### src/hw/rtl/ght_pkg.sv
// ----------------------------------------------------------------------------
// ght_pkg
// shared widths, codes and control/status structs of the handle table
// ----------------------------------------------------------------------------
`timescale 1ns / 1ps
`default_nettype none

package ght_pkg;

	localparam int SLOT_COUNT_DEF = 256;
	localparam int HSLOT_W        = 8;
	localparam int GEN_W          = 32;
	localparam int WORD_W         = 32;
	localparam int REC_W          = 4 * WORD_W;

	typedef logic [1:0] cmd_t;
	localparam cmd_t CMD_ACQUIRE = 2'd0;
	localparam cmd_t CMD_LOOKUP  = 2'd1;
	localparam cmd_t CMD_RELEASE = 2'd2;

	typedef logic [1:0] sts_t;
	localparam sts_t STS_OK   = 2'd0;
	localparam sts_t STS_FULL = 2'd1;
	localparam sts_t STS_BAD  = 2'd2;

	// controller to datapath
	typedef struct packed {
		logic latch;
		logic stack_rd;
		logic slot_rd;
		logic exec;
		logic slot_we;
		logic slot_alive;
		logic pop;
		logic push;
		logic open_new;
		logic res_acq;
		logic res_rec;
		sts_t res_status;
	} ctrl_t;

	// datapath to controller
	typedef struct packed {
		cmd_t cmd;
		logic stack_empty;
		logic stack_full;
		logic table_full;
		logic handle_ok;
	} stat_t;

endpackage

`default_nettype wire

### src/hw/rtl/ght_ctrl.sv
// ----------------------------------------------------------------------------
// ght_ctrl
// command sequencer: fetch stack top, read slot, then decide and commit
// ----------------------------------------------------------------------------
`timescale 1ns / 1ps
`default_nettype none

module ght_ctrl (
	input  wire logic  clk,
	input  wire logic  arst_n,
	input  wire logic  start,
	output logic       busy,
	output logic       done,
	input  ght_pkg::stat_t stat,
	output ght_pkg::ctrl_t ctrl
);

	import ght_pkg::*;

	typedef enum logic [3:0] {
		ST_IDLE  = 4'b0001,
		ST_FETCH = 4'b0010,
		ST_SLOT  = 4'b0100,
		ST_EXEC  = 4'b1000
	} state_t;

	state_t state_q;
	state_t state_d;
	logic   done_q;

	always_comb begin
		state_d = state_q;
		ctrl    = '0;
		ctrl.res_status = STS_OK;
		unique case (state_q)
			ST_IDLE: begin
				if (start) begin
					ctrl.latch = 1'b1;
					state_d    = ST_FETCH;
				end
			end
			ST_FETCH: begin
				ctrl.stack_rd = 1'b1;
				state_d       = ST_SLOT;
			end
			ST_SLOT: begin
				ctrl.slot_rd = 1'b1;
				state_d      = ST_EXEC;
			end
			ST_EXEC: begin
				ctrl.exec = 1'b1;
				state_d   = ST_IDLE;
				unique case (stat.cmd)
					CMD_ACQUIRE: begin
						if (!stat.stack_empty) begin
							ctrl.slot_we    = 1'b1;
							ctrl.slot_alive = 1'b1;
							ctrl.pop        = 1'b1;
							ctrl.res_acq    = 1'b1;
						end else if (!stat.table_full) begin
							ctrl.slot_we    = 1'b1;
							ctrl.slot_alive = 1'b1;
							ctrl.open_new   = 1'b1;
							ctrl.res_acq    = 1'b1;
						end else begin
							ctrl.res_status = STS_FULL;
						end
					end
					CMD_LOOKUP: begin
						if (stat.handle_ok) begin
							ctrl.res_rec = 1'b1;
						end else begin
							ctrl.res_status = STS_BAD;
						end
					end
					CMD_RELEASE: begin
						if (stat.handle_ok && !stat.stack_full) begin
							ctrl.slot_we = 1'b1;
							ctrl.push    = 1'b1;
						end else begin
							ctrl.res_status = STS_BAD;
						end
					end
					default: begin
						ctrl.res_status = STS_BAD;
					end
				endcase
			end
			default: begin
				state_d = ST_IDLE;
			end
		endcase
	end

	always_ff @(posedge clk or negedge arst_n) begin
		if (!arst_n) begin
			state_q <= ST_IDLE;
			done_q  <= 1'b0;
		end else begin
			state_q <= state_d;
			done_q  <= ctrl.exec;
		end
	end

	assign busy = (state_q != ST_IDLE);
	assign done = done_q;

endmodule

`default_nettype wire

### config.mk
export PLATFORM = sky130hd
export DESIGN_NAME = ght_ctrl
export DESIGN_NICKNAME = d
export VERILOG_FILES = /design/src/hw/rtl/ght_pkg.sv /design/src/hw/rtl/ght_ctrl.sv
export SDC_FILE = /design/constraint.sdc
export NUM_CORES = 1
export LEC_CHECK = 0
export BUFFER_PORTS_ARGS = -buffer_cell sky130_fd_sc_hd__buf_2
export CORE_AREA = 2 2 39 41
export CTS_BUF_LIST = sky130_fd_sc_hd__clkbuf_4
export CTS_CLUSTER_DIAMETER = 60
export CTS_CLUSTER_SIZE = 8
export DETAILED_ROUTE_END_ITERATION = 6
export DIE_AREA = 0 0 41 43
export PLACE_DENSITY = 0.56
export SLEW_MARGIN = 20
export SYNTH_ARGS = -nofsm -noshare
export SYNTH_HDL_FRONTEND = slang
export SYNTH_SLANG_ARGS = --single-unit
### constraint.sdc
create_clock -name clk -period 3.59 [get_ports clk]
set_input_delay 0.718 -clock clk [delete_from_list [all_inputs] [get_ports clk]]
set_output_delay 0.718 -clock clk [all_outputs]
set_load 0.02 [all_outputs]
**Word level (Yosys, flattened, before mapping)**

Cells that the tools add are included.

- Register bits: 5
- Bits in latches: 0
- Bits in writable memories: 0
- ROM bits: 0
- Input port bits: 9
- Output and inout port bits: 15
- Word-level logic and storage cells: 37
- Memories: 0

- Add/subtract/negate cells: 0
- Multiply operators: 0
- Div/mod/pow operators: 0
- Magnitude comparators: 0
- Eq/ne operators: 8
- Shift-type cells: 0
- Mux-type cells: 24
- Bitwise logic cells: 0
- Reduce and logical (&&, ||, !) cells: 3

Operators by type and width:

| cell | count |
|---|---|
| $mux W1 | 13 |
| $mux W2 | 6 |
| $pmux W4 S3 | 1 |
| $mux W10 | 1 |
| $pmux W2 S3 | 1 |
| $eq A4 B1 Y1 const B | 1 |
| $eq A4 B2 Y1 const B | 1 |
| $eq A4 B3 Y1 const B | 1 |
| $eq A4 B4 Y1 const B | 1 |
| $mux W4 | 1 |
| $ne A4 B1 Y1 const B | 1 |
| $eq A2 B1 Y1 const B | 1 |
| $eq A2 B2 Y1 const B | 1 |
| $logic_not A2 Y1 | 1 |
| $ne A2 B2 Y1 const B | 1 |
| $pmux W1 S2 | 1 |
| $logic_and A1 B1 Y1 | 1 |
| $logic_not A1 Y1 | 1 |

**Logic depth before layout (Yosys ltp)**

- Depth in word-level cells: 5
- Gate-level depth with buffers: 4
- Depth with buffers taken out: 2

**Worst setup path after synthesis**

Ideal clock, no wire load.

- Path type: register -> output
- Start: register state_q[2]
- End: output ctrl[6] (netlist bit)
- Arrival: 1.707 ns
- Data required time: 2.872 ns
- Path slack: 1.165 ns
- Cell stages (with the launch flop): 4
- Path buffers: 1
- Cells stage by stage: dfrtp_1 > or4b_1 > buf_6 > nor4_1

RTL lines:

| item | RTL line | source |
|---|---|---|
| start, declared | ght_ctrl.sv:27 | `state_t state_q;` |
| start signal, assigned | ght_ctrl.sv:100 | `state_q <= state_d;` |
| end, declared | ght_ctrl.sv:15 | `output ght_pkg::ctrl_t ctrl` |

==> impl_metrics.py <==
metrics = {
    "logic_synthesis": {
        "synth.distinct_cells": 19,
        "synth.yosys.seq_area_share_pct": 36.9,
        "syn_area_um2": 343,
        "yosys.area.top_type": "dfrtp_1",
        "async_flop_share_pct": 100,
        "ys_top_cells_by_area": "dfrtp_1 29%, nor4b_1 13%, dfstp_2 7.7%, nor4bb_4 7.3%, a211oi_1 6.6%",
        "synth_compound_area_share_pct": 10.2,
        "synth_warnings": 0,
        "synth_edf_count": 0,
        "yosys-top-cells-count": "5 x nor4b_1, 4 x dfrtp_1, 3 x a211oi_1",
        "yosysMostFrequentCell": "nor4b_1",
        "synthAdderAreaFrac_pct": 0,
        "avgSynthCellArea_um2": 10.4,
        "synth_top_family_by_area": "simple AND/OR/NAND/NOR gates",
        "muxShareOfSynthArea_pct": 0,
        "yosys.area_share.simple_pct": 43.1,
        "synth_xor_area_share_pct": 0,
        "synthCells": 33,
        "synth_nets": 42,
        "synthFlopType": "dfrtp_1",
        "synth-seq-cells": 5,
        "netlist.area_leader.share_pct": 29.2,
    },
    "clock_tree": {
        "holdBufCountCts": 0,
        "cts.clk_slew.worst_paths_ns": 0.04,
        "cts_buffers": 3,
        "clkLatencyLatePin_ns": 0.24,
        "post_cts_buffers": 0,
        "htree_levels": 1,
        "post_cts_resized": 0,
        "clock_sinks": 5,
        "cts_root_buffer": "clkbuf_4",
        "cts_tree": "built",
        "cts_buffer_depth": 2,
    },
    "worst_setup_path": {
        "crit_path_start_kind": "flip-flop",
        "crit_required_ns": 2.87,
        "reg2reg_depth": 2,
        "critical_path_depth": 3,
        "setup.worst_path.class": "flip-flop to output port",
        "cp_num_buf_inv": 1,
        "arrival_ns": 1.88,
        "cp_top_family": "simple AND/OR/NAND/NOR gates",
        "worst-path-max-fanout": 9,
        "worst_setup_path_end_kind": "output port",
        "critical_path.max_stage_delay_ns": 0.73,
        "worstPathCellList": "or4b_1, nor4bb_4, buf_2",
        "cp_slowest_cell": "or4b_1",
    },
    "final_layout": {
        "multi_input_area_um2": 183,
        "post_route_cells_drive_above_1_share_pct": 52.6,
        "nets": 67,
        "antenna_cells": 0,
        "ff_latch_area_um2": 126,
        "fillCellCount": 151,
        "syn_to_final_growth_pct": 40.5,
    },
    "grt": {
        "grt_usage_pct": 10.5,
        "use_met2_pct": 15.9,
        "grt_pass1_wl_um": 1240,
        "use_met3_pct": 6.81,
        "grt.overflow.total": 0,
        "grt_pass1_vias": 323,
        "grt_busiest_layer": "met2",
        "antenna_found_initial": 0,
        "grt_start_max_net_pins": 10,
        "use_met1_pct": 11.1,
    },
    "outcome": {
        "status": "complete, no violations",
    },
    "placed_design": {
        "place.gp.congestion": 0.640,
        "post-place-ws_ns": 1.24,
        "hpwl_um": 621,
        "portBuffers": 23,
    },
    "die": {
        "die_h_um": 43,
        "die_w_um": 41,
        "io-pin-count": 24,
        "die-area_mm2": 0.00176,
        "core_area_mm2": 0.00138,
        "rows": 14,
        "start_util_pct": 24.8,
    },
    "drt": {
        "firstDrtPassIters": 2,
        "vias": 358,
        "vias_per_cell": 4.90,
        "drtAntennaViolNets": 0,
        "drc": 0,
        "wirelength_um": 770,
        "first_iter_violations": 2,
        "wl_per_cell_um": 10.5,
    },
    "power_and_ir_drop": {
        "p_leak_nw": 0.264,
        "power_frac_comb_pct": 34.0,
        "power.internal_uw": 157,
        "netSwitchingFraction_pct": 35.0,
        "p_sw_uw": 84.7,
        "clkPwrFrac_pct": 29.0,
        "p_seq_share_pct": 37.0,
        "powerDensity_mw_per_mm2": 502,
        "ir_worst_vdd_v": 0.000304,
    },
    "sta": {
        "finalCritPeriodShare_pct": 72.3,
        "fin_crit_ns": 2.60,
        "final.setup_skew_ns": 0.00180,
        "tightest_slew_ns": 0.507,
        "slew_violations": 0,
        "finalSetupViolCount": 0,
        "rsz0062_at_grt": "no",
        "max_freq_mhz": 385,
        "relSlewSlack_pct": 65.7,
        "hold_violations": 0,
        "setup_ws_ns": 0.994,
        "timing.setup.tns_ns": 0,
    },
    "flow_run": {
        "drv_cap": 0,
    },
    "hold_path": {
        "worstHoldPathType": "primary input to asynchronous set/reset pin",
    },
}
worst paths after layout:
check | from | to | slack, ns
max in group asynchronous | arst_n | state_q[0] | 3.10
worst min-delay path | arst_n | state_q[3] | 0.28
worst min register to register | state_q[2] | state_q[2] | 0.52
worst max-delay path | state_q[2] | ctrl[4] | 0.99
worst max register to register | state_q[2] | done | 2.25
min in group clk | state_q[2] | state_q[2] | 0.52
cell families after synthesis:
family                 Yosys count
buffers and inverters            5
DFF                              5
and+or+nand+nor                 18
AOI/OAI and AO/OA                5
sequential cells by signal, indices dropped and copies added (netlist names):
name     flops
done         1
state_q      4
through the flow:
stage                     hold slack, ns  power (mW)  instance area (um^2)  std cells  utilization (%)
after floorplan                    0.422       0.144                   343         33                -
after global placement             0.500       0.173                   452         69             32.6
after detailed placement           0.513       0.174                   452         69             32.6
after global routing               0.271       0.263                   482         73             34.8
after CTS                          0.274       0.248                   482         73             34.8
final                              0.283       0.242                   482         73             34.8
area by class of cell:
| type | instances | area share (%) |
|---|---|---|
| tap | 16 | 4.16 |
| clock buffer | 4 | 6.23 |
| multi-input combinational | 23 | 37.9 |
| sequential | 5 | 26.2 |
| timing repair buffer | 23 | 23.9 |
| inverter | 2 | 1.56 |
per-layer routing:
layer / part of all wire (%) / routed length (um)
met1: 45 / 348
met2: 38 / 294
met3: 17 / 128
met4: 0 / 0
met5: 0 / 0
cells in the final DEF (no fill, tap or decap):
cell type and count:
a211oi_1 3, a21o_1 1, and2_1 2, and3b_1 1, buf_2 23, clkbuf_4 4, dfrtp_1 4, dfstp_2 1
inv_1 2, nand2_1 2, nand3b_1 1, nor2_1 1, nor3_1 2, nor4_1 1, nor4_2 1, nor4b_1 5
nor4bb_4 1, o21ai_0 1, or4b_1 1
power by group through the flow:
stage / sequential, mW / clock (mW) / combinational (mW)
after floorplan: 0.0868 / 0 / 0.0573
after global placement: 0.0896 / 0 / 0.0833
after detailed placement: 0.0902 / 0 / 0.0834
after CTS: 0.0893 / 0.0744 / 0.0839
after global routing: 0.0917 / 0.0791 / 0.0927
final: 0.0895 / 0.0702 / 0.0823
Power figures use the tool's default switching activity.
